===== config.mk =====
export PLATFORM = sky130hd
export DESIGN_NAME = fan_tach_rpm_meter
export DESIGN_NICKNAME = d
export VERILOG_FILES = /design/src/ftrm_pkg.sv /design/src/ftrm_ctrl.sv /design/src/ftrm_dpath.sv /design/src/fan_tach_rpm_meter.sv
export SDC_FILE = /design/constraint.sdc
export NUM_CORES = 1
export LEC_CHECK = 0
export ABC_AREA = 0
export BUFFER_PORTS_ARGS = -buffer_cell sky130_fd_sc_hd__buf_4
export CORE_MARGIN = 5
export CORE_UTILIZATION = 59
export CTS_CLUSTER_DIAMETER = 50
export DETAILED_ROUTE_END_ITERATION = 8
export PLACE_DENSITY = 0.88
export SYNTH_ARGS = -nofsm -noshare
export SYNTH_HDL_FRONTEND = slang
export SYNTH_SLANG_ARGS = --single-unit

===== constraint.sdc =====
create_clock -name clock -period 12.5 [get_ports clock]
set_input_delay 2.5 -clock clock [delete_from_list [all_inputs] [get_ports clock]]
set_output_delay 2.5 -clock clock [all_outputs]
set_load 0.01 [all_outputs]

===== src/ftrm_pkg.sv =====
package ftrm_pkg;

   // Field and register widths
   localparam int unsigned RPM_BITS  = 15;
   localparam int unsigned PPM_BITS  = 8;
   localparam int unsigned ZTH_BITS  = 24;
   localparam int unsigned CSR_BITS  = 24;
   localparam int unsigned CSR_IDX_BITS = 1;

   // Default of the time counter width
   localparam int unsigned TIME_BITS_DEF = 48;

   // Dividend: pulses * 30,000,000 fits below 2^33 for any 8-bit pulse count
   localparam int unsigned DIVD_BITS = 33;
   localparam logic [DIVD_BITS-1:0] HALF_MIN_US = DIVD_BITS'(30000000);
   localparam logic [RPM_BITS-1:0]  RPM_MAX     = {RPM_BITS{1'b1}};

   // Divider step count (one quotient bit per step)
   localparam int unsigned STEP_CNT_BITS = $clog2(RPM_BITS);
   localparam logic [STEP_CNT_BITS-1:0] STEP_LAST = STEP_CNT_BITS'(RPM_BITS - 1);

   // Register reset values
   localparam logic [PPM_BITS-1:0] PPM_RESET = PPM_BITS'(10);
   localparam logic [ZTH_BITS-1:0] ZTH_RESET = ZTH_BITS'(1000000);

   // Register indexes
   localparam logic [CSR_IDX_BITS-1:0] CSR_PPM = 1'b0;
   localparam logic [CSR_IDX_BITS-1:0] CSR_ZTH = 1'b1;

   // Item codes
   localparam logic ACT_TICK = 1'b0;
   localparam logic ACT_READ = 1'b1;

   // Controller to datapath commands
   typedef struct packed {
      logic tick;     // apply one microsecond tick
      logic load;     // start a speed read
      logic sat_chk;  // quotient overflow check
      logic step;     // one restoring divide step
      logic emit;     // move quotient to the output register
   } ftrm_cmd_type;

   // Datapath to controller status
   typedef struct packed {
      logic fixed;    // result settled without division
   } ftrm_stat_type;

endpackage


===== src/ftrm_ctrl.sv =====
module ftrm_ctrl import ftrm_pkg::*; (
   input  logic          clock,
   input  logic          reset,
   input  logic          req_valid,
   output logic          req_stall,
   input  logic          req_action,
   output logic          rsp_valid,
   input  logic          rsp_stall,
   output ftrm_cmd_type  cmd,
   input  ftrm_stat_type stat
);

   typedef enum logic [1:0] {
      ST_IDLE,
      ST_CHECK,
      ST_STEP,
      ST_EMIT
   } state_type;

   state_type                state_ff;
   logic [STEP_CNT_BITS-1:0] step_ff;
   logic                     rsp_valid_ff;
   logic                     accept;
   logic                     out_free;

   assign req_stall = (state_ff != ST_IDLE);
   assign accept    = req_valid && !req_stall;
   assign out_free  = !rsp_valid_ff || !rsp_stall;
   assign rsp_valid = rsp_valid_ff;

   // Command decode
   always_comb begin
      cmd = '0;
      case (state_ff)
         ST_IDLE: begin
            cmd.tick = accept && (req_action == ACT_TICK);
            cmd.load = accept && (req_action == ACT_READ);
         end
         ST_CHECK: cmd.sat_chk = 1'b1;
         ST_STEP:  cmd.step    = 1'b1;
         ST_EMIT:  cmd.emit    = out_free;
         default:  cmd = '0;
      endcase
   end

   // State, step count and output valid
   always_ff @(posedge clock) begin
      if (reset) begin
         state_ff     <= ST_IDLE;
         step_ff      <= '0;
         rsp_valid_ff <= 1'b0;
      end else begin
         // drop valid when taken, unless a new item moves in on the same edge
         if (rsp_valid_ff && !rsp_stall && !cmd.emit) begin
            rsp_valid_ff <= 1'b0;
         end
         case (state_ff)
            ST_IDLE: begin
               if (accept && (req_action == ACT_READ)) begin
                  state_ff <= ST_CHECK;
               end
            end
            ST_CHECK: begin
               step_ff  <= '0;
               state_ff <= stat.fixed ? ST_EMIT : ST_STEP;
            end
            ST_STEP: begin
               step_ff <= step_ff + 1'b1;
               if (stat.fixed || (step_ff == STEP_LAST)) begin
                  state_ff <= ST_EMIT;
               end
            end
            ST_EMIT: begin
               if (out_free) begin
                  rsp_valid_ff <= 1'b1;
                  state_ff     <= ST_IDLE;
               end
            end
            default: state_ff <= ST_IDLE;
         endcase
      end
   end

endmodule


===== src/ftrm_dpath.sv =====
module ftrm_dpath import ftrm_pkg::*; #(
   parameter int unsigned TIME_BITS = TIME_BITS_DEF
) (
   input  logic                clock,
   input  logic                reset,
   input  ftrm_cmd_type        cmd,
   output ftrm_stat_type       stat,
   input  logic                req_tach_level,
   input  logic [PPM_BITS-1:0] ppm,
   input  logic [ZTH_BITS-1:0] zth,
   output logic [RPM_BITS-1:0] rsp_rpm
);

   localparam int unsigned DW = TIME_BITS + RPM_BITS;

   logic                 prev_level_ff;
   logic [PPM_BITS-1:0]  edge_count_ff;
   logic [TIME_BITS-1:0] time_now_ff;
   logic [TIME_BITS-1:0] last_ff;
   logic [TIME_BITS-1:0] earlier_ff;

   logic [DIVD_BITS-1:0] rem_ff;
   logic [DW-1:0]        div_ff;
   logic [RPM_BITS-1:0]  quo_ff;
   logic                 fixed_ff;
   logic [RPM_BITS-1:0]  rpm_ff;

   logic [TIME_BITS-1:0] time_inc;
   logic [PPM_BITS-1:0]  count_inc;
   logic                 fall;
   logic [TIME_BITS-1:0] since;
   logic [TIME_BITS-1:0] interval;
   logic                 stale;
   logic [DW-1:0]        rem_ext;
   logic                 rem_ge;

   // Tick arithmetic
   assign time_inc  = time_now_ff + 1'b1;
   assign count_inc = edge_count_ff + 1'b1;
   assign fall      = prev_level_ff && !req_tach_level;

   // Read set-up arithmetic
   assign since    = time_now_ff - last_ff;
   assign interval = last_ff - earlier_ff;
   assign stale    = since > TIME_BITS'(zth);

   // Divider compare
   assign rem_ext = DW'(rem_ff);
   assign rem_ge  = rem_ext >= div_ff;

   assign stat.fixed = fixed_ff;
   assign rsp_rpm    = rpm_ff;

   // Time counter, edge count and latch times
   always_ff @(posedge clock) begin
      if (reset) begin
         prev_level_ff <= 1'b0;
         edge_count_ff <= '0;
         time_now_ff   <= '0;
         last_ff       <= '0;
         earlier_ff    <= '0;
      end else if (cmd.tick) begin
         time_now_ff   <= time_inc;
         prev_level_ff <= req_tach_level;
         if (fall) begin
            if (count_inc >= ppm) begin
               earlier_ff    <= last_ff;
               last_ff       <= time_inc;
               edge_count_ff <= '0;
            end else begin
               edge_count_ff <= count_inc;
            end
         end
      end
   end

   // Settled-result flag
   always_ff @(posedge clock) begin
      if (reset) begin
         fixed_ff <= 1'b0;
      end else if (cmd.load) begin
         fixed_ff <= stale || (interval == '0);
      end else if (cmd.sat_chk && rem_ge) begin
         fixed_ff <= 1'b1;
      end
   end

   // Restoring divider: divisor starts at interval << 15 and shifts right
   always_ff @(posedge clock) begin
      if (cmd.load) begin
         rem_ff <= DIVD_BITS'(ppm) * HALF_MIN_US;
         div_ff <= {interval, RPM_BITS'(0)};
         quo_ff <= stale ? RPM_BITS'(0) : RPM_MAX;
      end else if (cmd.sat_chk) begin
         div_ff <= div_ff >> 1;
         if (!fixed_ff && !rem_ge) begin
            quo_ff <= '0;
         end
      end else if (cmd.step && !fixed_ff) begin
         div_ff <= div_ff >> 1;
         if (rem_ge) begin
            rem_ff <= rem_ff - div_ff[DIVD_BITS-1:0];
            quo_ff <= {quo_ff[RPM_BITS-2:0], 1'b1};
         end else begin
            quo_ff <= {quo_ff[RPM_BITS-2:0], 1'b0};
         end
      end
   end

   // Output register
   always_ff @(posedge clock) begin
      if (cmd.emit) begin
         rpm_ff <= quo_ff;
      end
   end

endmodule


===== src/fan_tach_rpm_meter.sv =====
// Channel   Handshake                Payload
// req_      req_valid / req_stall    req_action, req_tach_level
// rsp_      rsp_valid / rsp_stall    rsp_rpm
// csr_      csr_valid / csr_ready    csr_index, csr_wdata
//
// A tick item gives no result; the block stays idle and can take the next item.
// A read item runs through load, overflow check, up to 15 divide
// steps in the restoring divider (one quotient bit each), then the output load.
// Synchronous active-high reset clears counters and latch times and sets the registers to their reset values.
// A result waiting under rsp_stall does not block ticks; a following read
// holds in its output load until the output register is free.
module fan_tach_rpm_meter import ftrm_pkg::*; #(
   parameter int unsigned TIME_BITS = TIME_BITS_DEF
) (
   input  logic                    clock,
   input  logic                    reset,
   input  logic                    req_valid,
   output logic                    req_stall,
   input  logic                    req_action,
   input  logic                    req_tach_level,
   output logic                    rsp_valid,
   input  logic                    rsp_stall,
   output logic [RPM_BITS-1:0]     rsp_rpm,
   input  logic                    csr_valid,
   output logic                    csr_ready,
   input  logic [CSR_IDX_BITS-1:0] csr_index,
   input  logic [CSR_BITS-1:0]     csr_wdata
);

   logic [PPM_BITS-1:0] ppm_ff;
   logic [ZTH_BITS-1:0] zth_ff;
   ftrm_cmd_type        cmd;
   ftrm_stat_type       stat;

   assign csr_ready = 1'b1;

   // Configuration registers
   always_ff @(posedge clock) begin
      if (reset) begin
         ppm_ff <= PPM_RESET;
         zth_ff <= ZTH_RESET;
      end else if (csr_valid && csr_ready) begin
         case (csr_index)
            CSR_PPM: ppm_ff <= csr_wdata[PPM_BITS-1:0];
            CSR_ZTH: zth_ff <= csr_wdata[ZTH_BITS-1:0];
            default: ;
         endcase
      end
   end

   ftrm_ctrl u_ctrl (
      .clock      (clock),
      .reset      (reset),
      .req_valid  (req_valid),
      .req_stall  (req_stall),
      .req_action (req_action),
      .rsp_valid  (rsp_valid),
      .rsp_stall  (rsp_stall),
      .cmd        (cmd),
      .stat       (stat)
   );

   ftrm_dpath #(
      .TIME_BITS (TIME_BITS)
   ) u_dpath (
      .clock          (clock),
      .reset          (reset),
      .cmd            (cmd),
      .stat           (stat),
      .req_tach_level (req_tach_level),
      .ppm            (ppm_ff),
      .zth            (zth_ff),
      .rsp_rpm        (rsp_rpm)
   );

endmodule


## Word-level counts from Yosys, hierarchy flattened

Index checks and enable logic that the tools add are counted.

| storage, ports and cells | value |
|---|---|
| bits in registers | 319 |
| bits of input ports | 32 |
| output and inout bits | 18 |
| logic and storage cells | 104 |

| operators by class | value |
|---|---|
| $add $sub $neg | 6 |
| $mul | 1 |
| order comparisons | 3 |
| eq/ne operators | 9 |
| mux-type cells | 29 |
| bitwise gates (word level) | 3 |
| reductions and logical operators | 36 |

Operator list:

| kind | number |
|---|---|
| $mux 63 | 3 |
| $mux 33 | 4 |
| $sub 48x48->48 | 2 |
| $mux 15 | 5 |
| $ge 33x63->1 | 1 |
| $add 48x1->48 const B | 1 |
| $gt 48x24->1 | 1 |
| $logic_not 48->1 | 1 |
| $sub 33x33->33 | 1 |
| $mul 8x18->26 const B | 1 |
| $reduce_and 3->1 | 4 |
| $reduce_bool 2->1 | 6 |
| $mux 1 | 10 |
| $logic_and 1x1->1 | 9 |
| $add 8x1->8 const B | 1 |
| $ge 8x8->1 | 1 |
| $mux 2 | 4 |
| $mux 8 | 1 |
| $pmux 2 s4 | 1 |
| $pmux 4 s2 | 1 |
| $reduce_and 2->1 | 4 |
| $logic_not 1->1 | 7 |
| $ne 2x1->1 const B | 3 |
| $add 4x1->4 const B | 1 |
| other kinds (9) | 14 |

## Depth between registers and ports, before layout

Gate-level depths: netlist (run 1).

| depth | value |
|---|---|
| depth in word-level cells | 8 |
| gate-level depth with buffers | 26 |
| depth with buffers taken out | 25 |

## Modules after synthesis

Synthesis (run 1) repeated with hierarchy kept, for this count alone.

| second synthesis, totals | value |
|---|---|
| cells, all modules | 2900 |
| area, all modules | 24044.3 um^2 |

Modules (own cells, without submodules):

| module | instances | cells an instance | area an instance (um^2) | seq. area each (um^2) |
|---|---|---|---|---|
| ftrm_dpath | 1 | 2711 | 22217.6 | 6646.4 |
| fan_tach_rpm_meter | 1 | 136 | 1365.1 | 640.6 |
| ftrm_ctrl | 1 | 53 | 461.7 | 140.1 |

## Worst setup path before layout (run 1)

OpenSTA, ideal clock, no wires.

| path | value |
|---|---|
| kind | in2reg |
| from | input port req_action |
| to | register u_dpath.quo_ff[10], data pin |
| setup time | 0.134 ns |
| data arrival time | 4.909 ns |
| required time | 12.366 ns |
| slack | 7.457 ns |
| stages | 14 |
| path buffers | 2 |
| cells stage by stage | and3_1 > buf_2 > o221ai_1 > a2111oi_0 > nand4_1 > a211oi_1 > o2111ai_1 > a2111oi_0 > and3_1 > nand3_1 > and4b_1 > nand3_1 > clkbuf_1 > nand2_1 |

| between the ends | value |
|---|---|
| word-level cells in the longest chain between the ends | 3 |

Ends and longest elaborated chain:

| item | line | RTL |
|---|---|---|
| start, declared | fan_tach_rpm_meter.sv:19 | `input logic req_action,` |
| $logic_and 1x1->1 | ftrm_ctrl.sv:37 | `cmd.load = accept && (req_action == ACT_READ);` |
| $mux 2 | ftrm_ctrl.sv:34 | `case (state_ff)` |
| $mux 15 | ftrm_dpath.sv:90 | `if (cmd.load) begin` |
| end signal, assigned | ftrm_dpath.sv:93 | `quo_ff <= stale ? RPM_BITS'(0) : RPM_MAX;` |
| end signal, assigned | ftrm_dpath.sv:103 | `quo_ff <= {quo_ff[RPM_BITS-2:0], 1'b1};` |
| end signal, assigned | ftrm_dpath.sv:105 | `quo_ff <= {quo_ff[RPM_BITS-2:0], 1'b0};` |
| end, declared | ftrm_dpath.sv:24 | `logic [RPM_BITS-1:0] quo_ff;` |

Every way passes these cells.
A chain may end at the register's enable or synchronous reset.

## Worst setup path in the final report (run 1)

| path | value |
|---|---|
| from | register u_dpath.time_now_ff[0] |
| to | register u_dpath.quo_ff[3], data pin |

| between the ends | value |
|---|---|
| word-level cells in the longest chain between the ends | 4 |

Ends and longest elaborated chain:

| item | line | RTL |
|---|---|---|
| start, declared | ftrm_dpath.sv:18 | `logic [TIME_BITS-1:0] time_now_ff;` |
| start signal, assigned | ftrm_dpath.sv:63 | `time_now_ff <= time_inc;` |
| $sub 48x48->48 | ftrm_dpath.sv:43 | `assign since = time_now_ff - last_ff;` |
| $gt 48x24->1 | ftrm_dpath.sv:45 | `assign stale = since > TIME_BITS'(zth);` |
| $mux 15 | ftrm_dpath.sv:93 |  |
| $mux 15 | ftrm_dpath.sv:90 |  |

Every way passes these cells.

==> flow_summary.toml, run 1 <==
[route]
post_drt_wl_per_cell_um = 16.7
viasPerCell = 6.01
final_antenna_net_count = 0
drt_pass1_iterations = 6
drtIter0Drc = 1674
drc_errors = 0
wl_um = 59400
vias = 21365

[clocking]
cts_made_buffers = 40
cts_buffer_depth = 3
clk_latency_ns = 0.58
root_buffer = "clkbuf_16"
cts.clk_slew.worst_paths_ns = 0.06
post_cts_buffers = 0
tritoncts = "yes"
cts_sinks = 319
cts_resized = 0
h-tree-depth = 2
cts_hold_buf = 0

[pwr]
ir_drop_mv = 0.139
power.leakage_nw = 11.2
p_total_mw = 3.70
power_density_nw_per_um2 = 143

[logic_synthesis]
synthCells = 3026
yosysWarningCount = 0
ys_types = 80
syn_nets = 3318
ys_seq_area_share_pct = 31.0
synth_most_common_cell = "nand2_1"
synth_ff_type = "dfxtp_1"
synthTopCellsByArea = "dfxtp_1 18%, edfxtp_1 13%, ha_1 12%"
synth.cell_area_sq_um = 24000
synth_top_cell_by_area = "dfxtp_1"
netlist.area_leader.share_pct = 18.0
async_reset_ff_share_pct = 0
synth_edf_count = 104
synth_common_cells = "493 x nand2_1, 268 x a21oi_1, 246 x inv_1"
avgSynthCellArea_sq_um = 7.92
ys_ff_latch = 319

[place]
port_buffers = 48
hpwl_um = 44900
dp_cells = 3480
place.gp.congestion = 0.971

[global_routing]
grt-ovfl-total = 0
grt_start_max_net_pins = 119
grt_pass1_vias = 20581
grt_pass1_wl_um = 97700
antenna_found_initial = 0
grtUsageTotal_pct = 25.7

[setup_path]
ff2ff_setup_slack_ns = 6.41
worstRegToRegCells = 25
cp_slowest_cell = "nand3_1"
max_stage_delay_ns = 0.49
crit_type = "reg -> reg"
path_max_fanout = 15
cp-start-kind = "flop"
cp-startpoint = "u_dpath.time_now_ff[0]"
reg2reg_from = "u_dpath.time_now_ff[0]"
cp_common_cell = "nand3_1"
critical_path.endpoint_type = "flop"
crit_required_ns = 12.91
worstPathArrival_ns = 6.51
r2r_end = "u_dpath.quo_ff[3]"

[layout]
area_growth_pct = 8.23
fin_nets = 3289
final_cells = 3554
diodes = 0
drive_gt1_share_pct = 5.32

[floorplanning]
rows = 73
die_height_um = 212
pin_count = 50
initial_utilization_pct = 59.9
core_sq_um = 40000
die_width_um = 212
die_area_sq_um = 44800

[timing]
worstMarginPinSlew_ns = 1.29
hold_viol_final = 0
setup_viol = 0
clock_skew_ns = 0.0139
drv_slew = 0
max_slew_margin_pct = 13.8
fmax_mhz = 164
period_needed_ns = 6.09
timing.hold.ws_ns = 0.419
fin_setup_tns_ns = 0
fin_crit_sh_pct = 48.7
rsz0062_at_grt = "no"

[min_path]
holdPathStages = 0
min_to = "u_dpath.rsp_rpm[14]"
worst_hold_startpoint = "u_dpath.quo_ff[14]"
min_path_type = "reg -> reg"

[run]
maxCapViolations = 0

[outcome]
status = "completed"
==> metal layers <==
| metal | GRT usage [%] | part of all wire (%) | vias to the layer above |
|---|---|---|---|
| li1 | - | - | 10526 |
| met3 | 4.99 | 6.8 | 150 |
| met2 | 42.0 | 46 | 703 |
| met4 | 9.35 | 3.6 | 0 |
| met1 | 34.2 | 44 | 9986 |
| met5 | 0 | 0 | - |
==> critical path: cells and delay by family, from the launching register on <==
kind	cells	cell delay, ns
XOR/XNOR	1	0.11
AND/OR/NAND/NOR	11	2.36
AO/OA/AOI/OAI	8	2.08
adder cells (fa/ha/maj)	3	0.89
buffers and inverters	2	0.15
flip-flops	1	0.35
==> power by group <==
part,switching [mW],internal (mW),leakage [nW]
combinational,0.708,0.407,7.86
clock,0.478,0.708,0.645
sequential,0.0881,1.32,2.73
==> cells by family (layout without fill, tap and decap cells) <==
group	count (synthesis)	in the layout	share of synthesized area (%)
AND/OR/NAND/NOR	1097	1097	20.8
adder cells (fa/ha/maj)	260	260	14.4
buffers and inverters	374	377	5.95
flip-flops	319	319	31.0
AO/OA/AOI/OAI	753	753	19.6
multiplexers	17	17	0.720
XOR/XNOR	205	205	7.49
other	1	1	0.0156
==> cell usage in the layout, fill, tap and decap left out, types with 27 or more instances in the layout <==
cell,Yosys,layout
nor3_1,45,45
nand4_1,43,43
clkbuf_16,0,41
nand3_1,83,82
a21oi_1,268,268
xor2_1,99,99
ha_1,232,232
inv_1,246,246
a21o_1,68,68
nand2_1,493,492
and3_1,30,29
buf_4,1,56
edfxtp_1,104,104
or3_1,27,27
dfxtp_1,215,215
fa_1,28,28
xnor2_1,106,106
o21ai_0,157,156
nor2_1,228,226
a211oi_1,63,63
==> registers in the layout, indices dropped and copies added, names as in the netlist <==
signal / count
u_dpath.last_ff: 48
u_dpath.div_ff: 63
zth_ff: 24
u_dpath.quo_ff: 15
u_dpath.prev_level_ff: 1
u_dpath.rem_ff: 33
u_ctrl.rsp_valid: 1
ppm_ff: 8
u_dpath.earlier_ff: 48
u_dpath.edge_count_ff: 8
u_ctrl.step_ff: 4
u_ctrl.state_ff: 2
u_dpath.rsp_rpm: 15
u_dpath.stat: 1
u_dpath.time_now_ff: 48
==> worst max-delay path by stage <==
stage	slack [ns]	endpoint
2_1_floorplan	7.46	u_dpath.quo_ff[10]
3_3_place_gp	6.45	u_dpath.quo_ff[13]
5_1_grt	5.92	u_dpath.quo_ff[9]
4_1_cts	6.49	u_dpath.quo_ff[13]
3_5_place_dp	6.30	u_dpath.quo_ff[13]
6_report	6.41	u_dpath.quo_ff[3]
==> final cells by class <==
| cell class | instances | area, sq um |
|---|---|---|
| clock buffers | 51 | 1080 |
| clock inverters | 23 | 268 |
| fillers | 3292 | 14100 |
| inverters | 246 | 923 |
| multi-input cells | 2333 | 15200 |
| flip-flops and latches | 319 | 7430 |
| well taps | 525 | 657 |
| repair buffers | 57 | 432 |
==> through the flow <==
step	utilization (%)	area [sq um]	setup slack [ns]
global route	64.8	25900	5.92
global placement	61.5	24600	6.45
floorplan	-	24000	7.46
finish	64.8	25900	6.41
CTS	64.8	25900	6.49
detailed placement	61.5	24600	6.30
Note: power is estimated with default switching activity, not from simulation.
==> inputs of run 2 (changes only) <==
Settings changed: CORE_UTILIZATION 59 to 58, PLACE_DENSITY 0.88 to 0.9.
Clock period 12.5 ns to 5 ns, I/O delays scaled along.
==> run 2 against run 1 <==
Largest power group unchanged; worst setup slack worse by 6.4 ns; wire length rose by 2.9%; largest cell class unchanged; highest routed layer unchanged; register-to-register slack lost 6.4 ns; the run now ends with setup timing left; hold slack improved by 0.0021 ns.
==> flow_summary.toml, run 2 (synthesis gave the netlist of run 1 again) <==
[floorplanning]
initial_utilization_pct = 58.7
die_width_um = 213
die_area_sq_um = 45500
pin_count = 50
core_sq_um = 40800
die_height_um = 213
rows = 74

[layout]
fin_nets = 3397
mostFrequentLayoutCells = "490 x nand2_1, 261 x a21oi_1, 243 x inv_1"
nFillCells = 3058
area_growth_pct = 12.8
top_register = "u_dpath.div_ff"
largest_register_ffs = 63
final_cells = 3669
layout.cells.most_common = "nand2_1"
drive_gt1_share_pct = 9.95

[place]
place.gp.congestion = 0.959
hpwl_um = 43700
dp_cells = 3586
port_buffers = 48

[min_path]
min_path_type = "reg -> reg"

[setup_path]
max_stage_delay_ns = 0.43
cpLargestDelayFamily = "simple AND/OR/NAND/NOR gates"
cp-start-kind = "flop"
cp_slowest_cell = "or4_1"
cp.buffers_inverters = 2
worstPathArrival_ns = 5.44
crit_required_ns = 5.43
crit_type = "reg -> reg"
critical_path.cell_chain = "inv_2 -> ha_1 -> nor2b_1 -> o31a_2 -> o211ai_2 -> a21o_1 -> o31ai_2 -> a221o_1 -> a21oi_2 -> xnor2_1 -> ha_1 -> nand4_1 -> nor3_2 -> nand3_2 -> buf_6 -> a2bb2oi_4 -> nor4b_4 -> nand4_1 -> or4_1 -> or4_1 -> o31ai_2 -> nand2_1"
path_max_fanout = 3
critical_path.endpoint_type = "flop"

[pwr]
seq_power_share_pct = 37.3
p_sw_mw = 3.24
pwr-share-comb_pct = 31.1
power_density_nw_per_um2 = 348
ir_drop_mv = 0.248
p_total_mw = 9.41
power.leakage_nw = 11.9
switching_share_pct = 34.4
clockPowerShare_pct = 31.7
p_int_mw = 6.17

[clocking]
tritoncts = "yes"
cts_hold_buf = 0
cts.clk_slew.worst_paths_ns = 0.06
root_buffer = "clkbuf_16"
clk_latency_ns = 0.56
cts_made_buffers = 41
cts_buffer_depth = 3
cts_sinks = 319
h-tree-depth = 2

[global_routing]
antenna_found_initial = 0
grt-ovfl-total = 0
grt_start_max_net_pins = 130
grtUsageTotal_pct = 25.8
top_usage_layer = "met2"
grt_pass1_wl_um = 98900
use_met3_pct = 3.61
gr-usage-met1_pct = 34.5
grt_pass1_vias = 20677
use_met2_pct = 43.1

[timing]
worstMarginPinSlew_ns = 1.20
period_needed_ns = 5.01
drv_slew = 0
fmax_mhz = 200
fin_setup_tns_ns = -0.0118
rsz0062_at_grt = "yes"
timing.hold.ws_ns = 0.421
setup_viol = 1
clock_skew_ns = 0.0188
post-route-worst-setup-slack_ns = -0.0118
fin_crit_sh_pct = 100
max_slew_margin_pct = 20.0
hold_viol_final = 0

[route]
post_drt_wl_per_cell_um = 16.7
vias = 21921
drtIter0Drc = 1727
drt_pass1_iterations = 8
drc_errors = 0
final_antenna_net_count = 0
viasPerCell = 5.97
wl_um = 61100

[run]
maxCapViolations = 0

[outcome]
status = "finished, violations left"
violations = "setup timing"
==> run 2: changes by cell type in the layout (fill, tap and decap cells not counted), sizes merged <==
| cell | before | now |
|---|---|---|
| diode | 0 | 1 |
| inv | 254 | 253 |
| clkbuf | 51 | 52 |
| clkinvlp | 5 | 6 |
| buf | 57 | 163 |
==> run 2: path summary, 6_finish.rpt <==
path                      start             endpoint  slack, ns  cells after the start
min          u_dpath.quo_ff[14]  u_dpath.rsp_rpm[14]       0.42                      0
max          u_dpath.last_ff[1]         u_dpath.stat      -0.01                     22
max reg2reg  u_dpath.last_ff[1]         u_dpath.stat      -0.01                     22
min reg2reg  u_dpath.quo_ff[14]  u_dpath.rsp_rpm[14]       0.42                      0
==> run 2: worst register-to-register path: cells and delay by family, from the launching register on <==
family | cells | cell delay, ns
AOI/OAI and AO/OA | 8 | 1.68
xor gates and xnor gates | 1 | 0.10
adders and majority gates | 2 | 0.60
buffers and inverters | 2 | 0.21
DFF | 1 | 0.34
and+or+nand+nor | 9 | 1.96
==> run 2: cell type report <==
type                       instances  area, sq um  share of cell area, %
antenna                            1         2.50                0.00925
clock buffer                      51         1080                   4.01
clock inverter                    23          279                   1.03
inverter                         246          923                   3.41
multi-input combinational       2333        15400                   56.8
sequential                       319         7440                   27.5
tap                              532          666                   2.46
timing repair buffer             164         1280                   4.74
==> run 2: repair_timing <==
| action | 4_1_cts | 5_1_grt |
|---|---|---|
| pin swaps | 18 | 31 |
| gates resized for setup | 17 | 42 |
| setup endpoints to repair | 17 | 22 |
| buffers inserted | 3 | 4 |
| cloned | 0 | 1 |
==> run 2: power groups by stage <==
stage               clock network, mW  registers (mW)  logic [mW]
floorplan                           0            3.49        2.06
global placement                    0            3.53        2.70
detailed placement                  0            3.55        2.78
CTS                              3.02            3.50        2.84
global route                     3.14            3.55        3.24
finish                           2.98            3.50        2.92
==> run 2: stage by stage <==
step                      area [sq um]  util (%)  worst slack, ns
after floorplan                  24000         -           0.0416
after global placement           25400      62.1           -0.333
after detailed placement         25400      62.1           -0.474
after CTS                        26800      65.7           0.0112
after global routing             27000      66.2           -0.222
final                            27000      66.2          -0.0118
==> run 2: routing by layer <==
layer  wire, um  part of all wire (%)
met4       2030                   3.3
met3       3920                   6.4
met5          0                     0
met1      26400                    43
met2      28800                    47
